<file path="src/ccbd_pkg.sv">
// ccbd_pkg: shared types and constants for the click classifier bar display.
// No dependencies; imported by every module of the block.
`timescale 1ns / 1ps

package ccbd_pkg;

    localparam int unsigned TICK_W   = 32;
    localparam int unsigned TMO_W    = 16;
    localparam int unsigned BAR_W    = 8;
    localparam int unsigned GEST_W   = 3;
    localparam int unsigned S_DATA_W = 40;   // 1 + 32 bits, padded to whole bytes
    localparam int unsigned M_DATA_W = 24;   // 8 + 8 + 3 bits, padded to whole bytes
    localparam int unsigned APB_AW   = 3;
    localparam int unsigned APB_DW   = 32;

    localparam logic [TMO_W-1:0] C_TIMEOUT_RESET = 16'd200;

    localparam logic [BAR_W-1:0] C_LEAD_BIT    = 8'h80;
    localparam logic [BAR_W-1:0] C_BAR_FULL    = 8'hFF;
    localparam logic [BAR_W-1:0] C_BAR_EMPTY   = 8'h00;
    localparam logic [BAR_W-1:0] C_SL_PATTERN  = 8'hFC;
    localparam logic [BAR_W-1:0] C_DRAIN_EMPTY = 8'hFE;

    // Register map (byte addresses)
    localparam logic [APB_AW-1:0] ADDR_TIMEOUT = 3'd0;

    // Gesture codes on the result word
    typedef enum logic [GEST_W-1:0] {
        G_NONE        = 3'd0,
        G_SHORT       = 3'd1,
        G_LONG        = 3'd2,
        G_SHORT_SHORT = 3'd3,
        G_SHORT_LONG  = 3'd4,
        G_LONG_SHORT  = 3'd5,
        G_LONG_LONG   = 3'd6
    } t_gesture;

    // Bar update requested by the click machine
    typedef enum logic [2:0] {
        ACT_NONE,
        ACT_SHORT,
        ACT_LONG,
        ACT_SS,
        ACT_SL,
        ACT_LS,
        ACT_LL
    } t_action;

endpackage

</file>
<file path="src/ccbd_fsm.sv">
// ccbd_fsm: nine-state click machine with press/release/timeout events.
// Depends on ccbd_pkg. Holds the state and the timestamp of the last edge.
`timescale 1ns / 1ps

module ccbd_fsm
    import ccbd_pkg::*;
(
    input  logic              i_clk,
    input  logic              i_rst_n,
    input  logic              i_advance,      // word consumed this cycle
    input  logic              i_pressed,
    input  logic [TICK_W-1:0] i_now,
    input  logic [TMO_W-1:0]  i_timeout,
    output t_action           o_action
);

    typedef enum logic [3:0] {
        ST_IDLE     = 4'd0,
        ST_DOWN1    = 4'd1,   // first press, not yet long
        ST_HELD1    = 4'd2,   // first press held long
        ST_UP1      = 4'd3,   // released after short press
        ST_UPLONG   = 4'd4,   // released after long press
        ST_DOWN_S2  = 4'd5,   // second press after short
        ST_HELD_S2  = 4'd6,
        ST_DOWN_L2  = 4'd7,   // second press after long
        ST_HELD_L2  = 4'd8
    } t_click_state;

    t_click_state       r_state, n_state;
    logic [TICK_W-1:0]  r_stamp;
    logic               n_stamp_en;
    logic [TICK_W-1:0]  elapsed;
    logic               timed;
    logic               tmo;

    assign elapsed = i_now - r_stamp;

    always_comb begin
        case (r_state)
            ST_DOWN1, ST_UP1, ST_UPLONG, ST_DOWN_S2, ST_DOWN_L2: timed = 1'b1;
            default: timed = 1'b0;
        endcase
    end

    assign tmo = timed && (elapsed >= {{(TICK_W-TMO_W){1'b0}}, i_timeout});

    always_comb begin
        n_state    = ST_IDLE;
        n_stamp_en = 1'b0;
        o_action   = ACT_NONE;
        case (r_state)
            ST_DOWN1: begin
                if (tmo)            n_state = ST_HELD1;
                else if (i_pressed) n_state = ST_DOWN1;
                else begin
                    n_state    = ST_UP1;
                    n_stamp_en = 1'b1;
                end
            end
            ST_HELD1: begin
                if (i_pressed) n_state = ST_HELD1;
                else begin
                    n_state    = ST_UPLONG;
                    n_stamp_en = 1'b1;
                end
            end
            ST_UP1: begin
                if (tmo) begin
                    n_state  = ST_IDLE;
                    o_action = ACT_SHORT;
                end else if (i_pressed) begin
                    n_state    = ST_DOWN_S2;
                    n_stamp_en = 1'b1;
                end else n_state = ST_UP1;
            end
            ST_UPLONG: begin
                if (tmo) begin
                    n_state  = ST_IDLE;
                    o_action = ACT_LONG;
                end else if (i_pressed) begin
                    n_state    = ST_DOWN_L2;
                    n_stamp_en = 1'b1;
                end else n_state = ST_UPLONG;
            end
            ST_DOWN_S2: begin
                if (tmo)            n_state = ST_HELD_S2;
                else if (i_pressed) n_state = ST_DOWN_S2;
                else begin
                    n_state  = ST_IDLE;
                    o_action = ACT_SS;
                end
            end
            ST_HELD_S2: begin
                if (i_pressed) n_state = ST_HELD_S2;
                else begin
                    n_state  = ST_IDLE;
                    o_action = ACT_SL;
                end
            end
            ST_DOWN_L2: begin
                if (tmo)            n_state = ST_HELD_L2;
                else if (i_pressed) n_state = ST_DOWN_L2;
                else begin
                    n_state  = ST_IDLE;
                    o_action = ACT_LS;
                end
            end
            ST_HELD_L2: begin
                if (i_pressed) n_state = ST_HELD_L2;
                else begin
                    n_state  = ST_IDLE;
                    o_action = ACT_LL;
                end
            end
            default: begin
                // idle, and any stray code behaves as idle
                if (i_pressed) begin
                    n_state    = ST_DOWN1;
                    n_stamp_en = 1'b1;
                end
            end
        endcase
    end

    always_ff @(posedge i_clk) begin
        if (!i_rst_n) begin
            r_state <= ST_IDLE;
            r_stamp <= '0;
        end else if (i_advance) begin
            r_state <= n_state;
            if (n_stamp_en) r_stamp <= i_now;
        end
    end

endmodule

</file>
<file path="src/ccbd_bar.sv">
// ccbd_bar: bar pattern update per gesture, holds fill and both bar rows.
// Depends on ccbd_pkg; driven by the action from ccbd_fsm.
`timescale 1ns / 1ps

module ccbd_bar
    import ccbd_pkg::*;
(
    input  logic             i_clk,
    input  logic             i_rst_n,
    input  logic             i_advance,
    input  t_action          i_action,
    output logic [BAR_W-1:0] o_bar_one,    // value for this word
    output logic [BAR_W-1:0] o_bar_two,
    output t_gesture         o_gesture
);

    logic [BAR_W-1:0] r_fill, n_fill;
    logic             r_second, n_second;
    logic [BAR_W-1:0] r_one, r_two;
    logic [BAR_W-1:0] lead_fill;
    logic [BAR_W-1:0] shl_fill;

    assign lead_fill = (r_fill >> 1) + C_LEAD_BIT;
    assign shl_fill  = r_fill << 1;

    always_comb begin
        n_fill    = r_fill;
        n_second  = r_second;
        o_bar_one = r_one;
        o_bar_two = r_two;
        o_gesture = G_NONE;
        case (i_action)
            ACT_SHORT: begin
                o_gesture = G_SHORT;
                n_fill    = lead_fill;
                if (!r_second) begin
                    o_bar_one = lead_fill;
                    o_bar_two = C_BAR_EMPTY;
                    if (lead_fill == C_BAR_FULL) begin
                        n_second = 1'b1;
                        n_fill   = C_BAR_EMPTY;
                    end
                end else begin
                    o_bar_one = C_BAR_FULL;
                    o_bar_two = lead_fill;
                end
            end
            ACT_LONG: begin
                o_gesture = G_LONG;
                n_second  = 1'b1;
                n_fill    = C_BAR_EMPTY;
                o_bar_one = C_BAR_FULL;
                o_bar_two = C_BAR_EMPTY;
            end
            ACT_SS: begin
                o_gesture = G_SHORT_SHORT;
                if (r_second && r_fill == C_BAR_EMPTY) begin
                    // drained second bar: back to first bar, one LED off
                    n_second  = 1'b0;
                    n_fill    = C_DRAIN_EMPTY;
                    o_bar_one = C_DRAIN_EMPTY;
                    o_bar_two = C_BAR_EMPTY;
                end else if (r_second) begin
                    n_fill    = shl_fill;
                    o_bar_one = C_BAR_FULL;
                    o_bar_two = shl_fill;
                end else begin
                    n_fill    = shl_fill;
                    o_bar_one = shl_fill;
                    o_bar_two = C_BAR_EMPTY;
                end
            end
            ACT_SL: begin
                o_gesture = G_SHORT_LONG;
                n_fill    = C_SL_PATTERN;
                n_second  = 1'b0;
                o_bar_one = C_SL_PATTERN;
                o_bar_two = C_BAR_EMPTY;
            end
            ACT_LS: begin
                o_gesture = G_LONG_SHORT;
                n_fill    = C_BAR_FULL;
                n_second  = 1'b1;
                o_bar_one = C_BAR_FULL;
                o_bar_two = C_BAR_FULL;
            end
            ACT_LL: begin
                o_gesture = G_LONG_LONG;
                n_fill    = C_BAR_EMPTY;
                n_second  = 1'b0;
                o_bar_one = C_BAR_EMPTY;
                o_bar_two = C_BAR_EMPTY;
            end
            default: ;
        endcase
    end

    always_ff @(posedge i_clk) begin
        if (!i_rst_n) begin
            r_fill   <= '0;
            r_second <= 1'b0;
            r_one    <= '0;
            r_two    <= '0;
        end else if (i_advance) begin
            r_fill   <= n_fill;
            r_second <= n_second;
            r_one    <= o_bar_one;
            r_two    <= o_bar_two;
        end
    end

endmodule

</file>
<file path="src/click_classifier_bar_display_unit.sv">
// click_classifier_bar_display_unit: top level, stream ports, APB register,
// input and result registers. Depends on ccbd_pkg, ccbd_fsm and ccbd_bar.
`timescale 1ns / 1ps

// Channel    | Direction | Ports                         | Word
// -----------+-----------+-------------------------------+---------------------------
// poll in    | slave     | i_s_tvalid/o_s_tready/i_s_tdata | button_pressed, now_tick
// result out | master    | o_m_tvalid/i_m_tready/o_m_tdata | bar_one, bar_two, gesture
// config     | APB       | psel/penable/pwrite/paddr/...   | timeout_ticks at 0x0
//
// One word per cycle sustained while i_m_tready is high. Input register
// then result register, with the click machine and bar update between them.
// Synchronous active-low reset: idle state, stamp 0, bars empty, timeout 200.
// A stalled result holds the output register; the input register still
// takes a word while it is empty, so each side can stall one word deep.

module click_classifier_bar_display_unit
    import ccbd_pkg::*;
(
    input  logic                i_clk,
    input  logic                i_rst_n,

    input  logic                i_s_tvalid,
    output logic                o_s_tready,
    input  logic [S_DATA_W-1:0] i_s_tdata,   // [0] button_pressed, [32:1] now_tick

    output logic                o_m_tvalid,
    input  logic                i_m_tready,
    output logic [M_DATA_W-1:0] o_m_tdata,   // [7:0] bar_one, [15:8] bar_two,
                                             // [18:16] gesture

    input  logic                psel,
    input  logic                penable,
    input  logic                pwrite,
    input  logic [APB_AW-1:0]   paddr,
    input  logic [APB_DW-1:0]   pwdata,
    output logic [APB_DW-1:0]   prdata,
    output logic                pready
);

    // config register
    logic [TMO_W-1:0]  r_timeout;

    // input register
    logic              r_in_valid;
    logic              r_pressed;
    logic [TICK_W-1:0] r_now;

    // result register
    logic              r_out_valid;
    logic [BAR_W-1:0]  r_bar_one;
    logic [BAR_W-1:0]  r_bar_two;
    t_gesture          r_gesture;

    logic              advance;
    logic              s_accept;
    t_action           action;
    logic [BAR_W-1:0]  n_bar_one;
    logic [BAR_W-1:0]  n_bar_two;
    t_gesture          n_gesture;

    // The input word moves on when the result register is free or draining.
    assign advance    = r_in_valid && (!r_out_valid || i_m_tready);
    assign o_s_tready = !r_in_valid || advance;
    assign s_accept   = i_s_tvalid && o_s_tready;

    assign pready = 1'b1;
    assign prdata = (paddr == ADDR_TIMEOUT) ?
                    {{(APB_DW-TMO_W){1'b0}}, r_timeout} : '0;

    always_ff @(posedge i_clk) begin
        if (!i_rst_n) begin
            r_timeout <= C_TIMEOUT_RESET;
        end else if (psel && penable && pwrite && pready &&
                     (paddr == ADDR_TIMEOUT)) begin
            r_timeout <= pwdata[TMO_W-1:0];
        end
    end

    always_ff @(posedge i_clk) begin
        if (!i_rst_n) begin
            r_in_valid <= 1'b0;
        end else if (o_s_tready) begin
            r_in_valid <= i_s_tvalid;
        end
    end

    always_ff @(posedge i_clk) begin
        if (s_accept) begin
            r_pressed <= i_s_tdata[0];
            r_now     <= i_s_tdata[TICK_W:1];
        end
    end

    ccbd_fsm u_fsm (
        .i_clk     (i_clk),
        .i_rst_n   (i_rst_n),
        .i_advance (advance),
        .i_pressed (r_pressed),
        .i_now     (r_now),
        .i_timeout (r_timeout),
        .o_action  (action)
    );

    ccbd_bar u_bar (
        .i_clk     (i_clk),
        .i_rst_n   (i_rst_n),
        .i_advance (advance),
        .i_action  (action),
        .o_bar_one (n_bar_one),
        .o_bar_two (n_bar_two),
        .o_gesture (n_gesture)
    );

    always_ff @(posedge i_clk) begin
        if (!i_rst_n) begin
            r_out_valid <= 1'b0;
        end else if (advance) begin
            r_out_valid <= 1'b1;
        end else if (i_m_tready) begin
            r_out_valid <= 1'b0;
        end
    end

    always_ff @(posedge i_clk) begin
        if (advance) begin
            r_bar_one <= n_bar_one;
            r_bar_two <= n_bar_two;
            r_gesture <= n_gesture;
        end
    end

    assign o_m_tvalid = r_out_valid;
    assign o_m_tdata  = {{(M_DATA_W-2*BAR_W-GEST_W){1'b0}}, r_gesture, r_bar_two, r_bar_one};

endmodule
</file>
<file path="config.mk">
export PLATFORM = sky130hd
export DESIGN_NAME = click_classifier_bar_display_unit
export DESIGN_NICKNAME = d
export VERILOG_FILES = /design/src/ccbd_pkg.sv /design/src/ccbd_fsm.sv /design/src/ccbd_bar.sv /design/src/click_classifier_bar_display_unit.sv
export SDC_FILE = /design/constraint.sdc
export NUM_CORES = 1
export LEC_CHECK = 0
export BUFFER_PORTS_ARGS = -buffer_cell sky130_fd_sc_hd__buf_2
export CAP_MARGIN = 20
export CORE_UTILIZATION = 25
export DETAILED_ROUTE_END_ITERATION = 6
export PLACE_DENSITY = 0.5
export SLEW_MARGIN = 20
export SYNTH_ARGS = -nofsm -noshare
export SYNTH_HDL_FRONTEND = slang
export SYNTH_SLANG_ARGS = --single-unit
</file>
<file path="constraint.sdc">
create_clock -name i_clk -period 4.9 [get_ports i_clk]
set_input_delay 0.49 -clock i_clk [delete_from_list [all_inputs] [get_ports i_clk]]
set_output_delay 0.49 -clock i_clk [all_outputs]
set_load 0.01 [all_outputs]
</file>
==> results of run 1 <==
## cells by family (layout without fill, tap and decap cells)
logic type	after synthesis	count (layout)	share of synthesized area [%]
mux	51	51	6.00
xor+xnor	21	21	2.16
compound gates	273	273	21.3
simple gates	335	336	18.6
other cells	2	22	0.0881
fa+ha+maj	48	48	7.13
buf+inv	148	272	7.88
flops	131	131	36.9
## stage by stage
stage,utilization [%],area [µm²],hold WS [ps],worst slack (ps),power [mW]
final,32.2,10800,224,21.0,2.95
after floorplan,-,8600,438,85.8,1.55
after global placement,29.3,9830,445,-201,1.69
after detailed placement,29.3,9830,451,-320,1.70
after CTS,31.4,10500,199,1.66,2.97
after global routing,32.2,10800,202,-206,3.10
## registers in the layout (all words and copies together) (netlist names), 4 cells and up
register and count:
u_fsm.r_state 4, r_bar_one 8, u_bar.r_two 8, r_timeout 16, r_now 32, u_bar.r_one 8
r_bar_two 8, u_bar.r_fill 8, u_fsm.r_stamp 32
## power breakdown
part	switching (mW)	internal, mW	leakage [nW]	total, mW
Sequential	0.0216	1.17	1.15	1.19
Clock	0.513	0.737	0.286	1.25
Combinational	0.289	0.219	3.11	0.508
## cell usage in the layout (no fill, tap or decap), types with 29 or more instances in the layout
master / instances
a21o_1: 29
a21oi_1: 85
buf_2: 95
buf_4: 70
dfxtp_1: 79
edfxtp_1: 52
ha_1: 45
inv_1: 62
mux2i_1: 40
nand2_1: 163
nor2_1: 49
o21ai_0: 42
## area by class of cell
cell class,count,area (µm²)
Fill cell,3537,22700
Multi-Input combinational cell,751,5030
Sequential cell,131,3140
Timing Repair Buffer,178,1240
Tap cell,448,561
Clock buffer,20,467
Inverter,62,233
Clock inverter,12,105
## per-layer routing
layer  part of all wire [%]  global-route usage (%)
met2                     49                    23.2
met4                    1.8                    4.85
met3                    3.7                    2.71
met1                     46                    16.5
met5                      0                       0
## path summary, 6_finish.rpt
| path | depth (start not counted) | start | end |
|---|---|---|---|
| hold / removal | 1 | i_s_tdata[31] | r_now[30]$_DFFE_PP_ |
| setup / recovery | 23 | r_now[4]$_DFFE_PP_ | u_bar.r_fill[6]$_SDFFE_PN0P_ |
| hold reg to reg | 2 | u_fsm.r_stamp[18]$_SDFFE_PN0P_ | u_fsm.r_stamp[18]$_SDFFE_PN0P_ |
| setup reg to reg | 23 | r_now[4]$_DFFE_PP_ | u_bar.r_fill[6]$_SDFFE_PN0P_ |
## timing repair
action | CTS | global route
gates resized for setup | 13 | 53
cloned | 3 | 2
hold buffers | 0 | 0
setup endpoints to repair | 74 | 77
pin swaps | 15 | 28
setup buffers | 2 | 3
==> qor.txt, run 1 <==
num rows - 67
crit path launch type - flop
antenna viol nets, final - 0
Synth area leader - dfxtp_1
total of max-cap violations - 0
CP arrival - 5200 ps
CORE AREA - 33500 µm²
CTS Sinks - 131
final hold violations - 0
most used cell, CP - buf_6
most frequent cells after synthesis - nand2_1, a21oi_1, dfxtp_1
Most used DFF post-synth - dfxtp_1
Nets - 1271
CTS Buf Count - 17
setup TNS - 0 ps
Synth top area share - 18.5%
vias in the first global route - 7250
HP Class - input port to flop
Power Density - 273 nW/µm²
CP max stage cell - edfxtp_1
GRT Total Usage - 13.5%
CTS Root Buffer Type - clkbuf_16
RSZ-0062 raised after global routing - yes
Crit. End Element - flop
Gate Count Post-Synth - 1009
initial antenna violation count - 0
Data required, critical path - 5220 ps
fraction of registers with async set/reset - 0%
Die Ht - 187 µm
Leakage - 4.55 nW
Placed Cells - 1561
Max IR drop VDD - 0.257 mV
Post-Route WL - 23500 µm
Worst Path Max Fanout - 8
average size of a mapped cell - 8.45 µm²
final std cells w/o fill - 1602
Starting Density - 25.4%
Area Growth Syn to Fin - 26.4%
clock slew at reported path FFs - 60 ps
num ports - 141
top-count cell post-synth - nand2_1
Post-Syn Area - 8530 µm²
slowest cell delay on critical path - 430 ps
drt drc - 0
FMAX - 205 MHz
first-pass GRT wire length - 37200 µm
reg2reg setup slack - 20 ps
post-synthesis sequential area ratio - 36.9%
Post-synth EDFFs - 52
H-tree depth - 4
1st-iter DRT viols - 356
Setup violations, final - 0
Die Area - 34900 µm²
status - finished clean
Yosys cell types - 73
WP buf/inv - 3
ratio of cells with drive above 1 in the final layout - 23.0%
Port Buffers - 95
Synth area leaders - dfxtp_1, edfxtp_1, nand2_1
skew final - 12.2 ps
worst setup path class - flop to flop
register bit total from synthesis - 131
relative slew slack - 29.5%
delay-heaviest family, CP - compound AO/OA/AOI/OAI gates
largest net degree at the start of global routing - 83
Overflow after GRT - 0
Worst-Margin Slew - 1050 ps
fin crit share - 99.6%
DRT Pass-1 Iters - 7
Final Max Tran Viols - 0
clk_lat worst skew - 440 ps
Synth warnings - 0
Die X - 187 µm
Cell Chain, Critical Path - ha_4, a21o_1, a31o_1, o211ai_2, a21oi_2, a31o_2, a31oi_2, xnor2_1, ha_1, inv_1, o22ai_2, a211oi_2, o221ai_2, a2111oi_2, nor4bb_2, o2111a_1, nand2_2, buf_6, o21ai_2, and4b_4, buf_6, nor2_4, o221a_2
DP HPWL - 16600 µm
Vias - 7570
Longest Clk Path Bufs - 2
ANT cells - 0
vias per cell - 4.73
Routed wire per std cell - 14.7 µm
fin crit period - 4880 ps
Final GP Congestion - 0.866
CTS tree - built
No activity file was read; power rests on OpenSTA's default activity.
==> run 2: changes to the inputs <==
--- a/config.mk
+++ b/config.mk
@@ -5,11 +5,12 @@
 export SDC_FILE = /design/constraint.sdc
 export NUM_CORES = 1
 export LEC_CHECK = 0
-export BUFFER_PORTS_ARGS = -buffer_cell sky130_fd_sc_hd__buf_2
 export CAP_MARGIN = 20
 export CORE_UTILIZATION = 25
+export CTS_BUF_LIST = sky130_fd_sc_hd__clkbuf_8
 export DETAILED_ROUTE_END_ITERATION = 6
-export PLACE_DENSITY = 0.5
+export DONT_BUFFER_PORTS = 1
+export PLACE_DENSITY = 0.47
 export SLEW_MARGIN = 20
 export SYNTH_ARGS = -nofsm -noshare
 export SYNTH_HDL_FRONTEND = slang
==> run 2 against run 1 <==
  * Sequential cell count unchanged
  * Clock skew increased by 11 ps
  * Final cell count decreased by 5.4%
  * The run now ends with setup timing left
  * Combinational power decreased by 9.6%
  * Routed wire length decreased by 0.25%
  * Critical endpoint is now r_gesture[0]$_DFFE_PP_
  * Hold slack got worse by 130 ps
  * Register-to-register slack got worse by 70 ps
  * Maximum frequency decreased by 1.4%
  * Largest cell class unchanged
  * Die area unchanged
  * Setup slack got worse by 68 ps
==> qor.txt, run 2 (synthesis gave the netlist of run 1 again) <==
status - finished with violations
violated checks - setup timing
Crit. End Element - flop
HP Class - input port to flop
skew final - 23.0 ps
total of max-cap violations - 0
clk_lat worst skew - 480 ps
Max IR drop VDD - 0.214 mV
slowest cell delay on critical path - 390 ps
most used cell, CP - buf_4
most frequent cells in the layout - nand2_1, a21oi_1, dfxtp_1, buf_4, inv_1
ratio of cells with drive above 1 in the final layout - 17.3%
DRT Pass-1 Iters - 5
relative slew slack - 31.8%
R2R Path End - r_gesture[0]$_DFFE_PP_
first-pass GRT wire length - 37400 µm
Nets - 1185
gr busiest metal - met2
fin crit period - 4950 ps
num ports - 141
CORE AREA - 33500 µm²
reg2reg setup slack - -50 ps
fillers - 3559
Overflow after GRT - 0
CTS hold repair buffers - 0
CP max stage cell - edfxtp_1
1st-iter DRT viols - 411
Worst Path Max Fanout - 2
Routed wire per std cell - 15.4 µm
Post-Route WL - 23400 µm
FMAX - 202 MHz
CTS Sinks - 131
Data required, critical path - 5250 ps
Die Area - 34900 µm²
PnR worst setup slack - -46.7 ps
final hold violations - 0
Longest Clk Path Bufs - 2
Regs by FF count - r_now (32), u_fsm.r_stamp (32), r_timeout (16)
CTS Root Buffer Type - clkbuf_8
GRT Total Usage - 13.6%
WP buf/inv - 11
drt drc - 0
Register-to-Register Path Depth - 29
CTS tree - built
RSZ-0062 raised after global routing - yes
Die X - 187 µm
Final GP Congestion - 0.856
Hold Slack - 94.0 ps
clock slew at reported path FFs - 90 ps
ANT cells - 0
post-place setup slack - -264 ps
Power Density - 265 nW/µm²
antenna viol nets, final - 0
Vias - 7179
Leakage - 4.20 nW
Worst-Margin Slew - 1020 ps
worst setup path class - flop to flop
Starting Density - 25.4%
crit path launch type - flop
vias in the first global route - 6988
Port Buffers - 0
met1 Usage GRT - 16.6%
delay-heaviest family, CP - compound AO/OA/AOI/OAI gates
Die Ht - 187 µm
most common cell after layout, fill and taps aside - nand2_1
GR Util met3 - 2.67%
fin crit share - 101%
hold path start - i_s_tdata[15]
CP arrival - 5290 ps
Reg2Reg Launch Point - r_now[1]$_DFFE_PP_
largest net degree at the start of global routing - 84
num rows - 67
CTS Buf Count - 17
H-tree depth - 4
worst hold endpoint - r_now[14]$_DFFE_PP_
DP HPWL - 16400 µm
Final Max Tran Viols - 0
initial antenna violation count - 0
GRT met2 Usage - 23.9%
Setup violations, final - 2
Min-Delay Path Depth - 0
Area Growth Syn to Fin - 22.1%
vias per cell - 4.74
[run 2: worst max path at each step]
| stage | startpoint | slack, ps | depth (start not counted) | endpoint |
|---|---|---|---|---|
| after floorplan | r_now[4]$_DFFE_PP_ | 90 | 23 | u_bar.r_two[6]$_SDFFE_PN0P_ |
| after global placement | r_now[4]$_DFFE_PP_ | -240 | 21 | u_bar.r_fill[5]$_SDFFE_PN0P_ |
| after detailed placement | r_now[4]$_DFFE_PP_ | -260 | 21 | u_bar.r_fill[1]$_SDFFE_PN0P_ |
| after CTS | r_now[1]$_DFFE_PP_ | -40 | 22 | u_bar.r_second$_SDFFE_PN0P_ |
| after global routing | r_now[1]$_DFFE_PP_ | -280 | 29 | r_gesture[0]$_DFFE_PP_ |
| final | r_now[1]$_DFFE_PP_ | -50 | 29 | r_gesture[0]$_DFFE_PP_ |
[run 2: power breakdown]
part	total, mW	internal [mW]	switching [mW]
logic	0.459	0.194	0.264
clock network	1.10	0.611	0.492
registers	1.19	1.17	0.0257
total	2.76	1.97	0.783
[run 2: layout make-up]
class,instances,area (µm²),share of cell area [%]
clock inverter,15,226,2.18
tap,448,561,5.39
multi-input combinational,750,5110,49.1
inverter,62,233,2.24
sequential,131,3140,30.2
clock buffer,17,234,2.25
timing repair buffer,93,906,8.70
[run 2: stage by stage]
step | utilization (%) | setup TNS, ps | power [mW] | instance area (µm²) | std cells
finish | 31.0 | -48.2 | 2.76 | 10400 | 1516
CTS | 29.5 | -84.9 | 2.80 | 9890 | 1502
floorplan | - | 0 | 1.55 | 8600 | 1029
global route | 31.0 | -13540 | 2.92 | 10400 | 1516
detailed placement | 27.6 | -6090 | 1.66 | 9250 | 1456
global placement | 27.6 | -5020 | 1.66 | 9250 | 1456
[run 2: worst reg2reg max path: cells and delay by family, from the launching register on]
family | cells | cell delay, ps
flip-flops | 1 | 390
AO/OA/AOI/OAI | 10 | 1950
adder cells (fa/ha/maj) | 2 | 560
AND/OR/NAND/NOR | 5 | 780
XOR/XNOR | 1 | 160
buffers and inverters | 11 | 1000
[run 2: layer usage]
layer  wire [µm]  vias to the layer above
li1            -                     3643
met1       10600                     3375
met2       11700                      145
met3         752                       16
met4         350                        0
met5           0                        -
[run 2: what timing repair did]
item / 4_1_cts / 5_1_grt
pin swaps: 10 / 34
gates cloned: 1 / 6
buffers inserted: 13 / 10
endpoints found under the setup margin: 56 / 77
resized for setup: 9 / 69
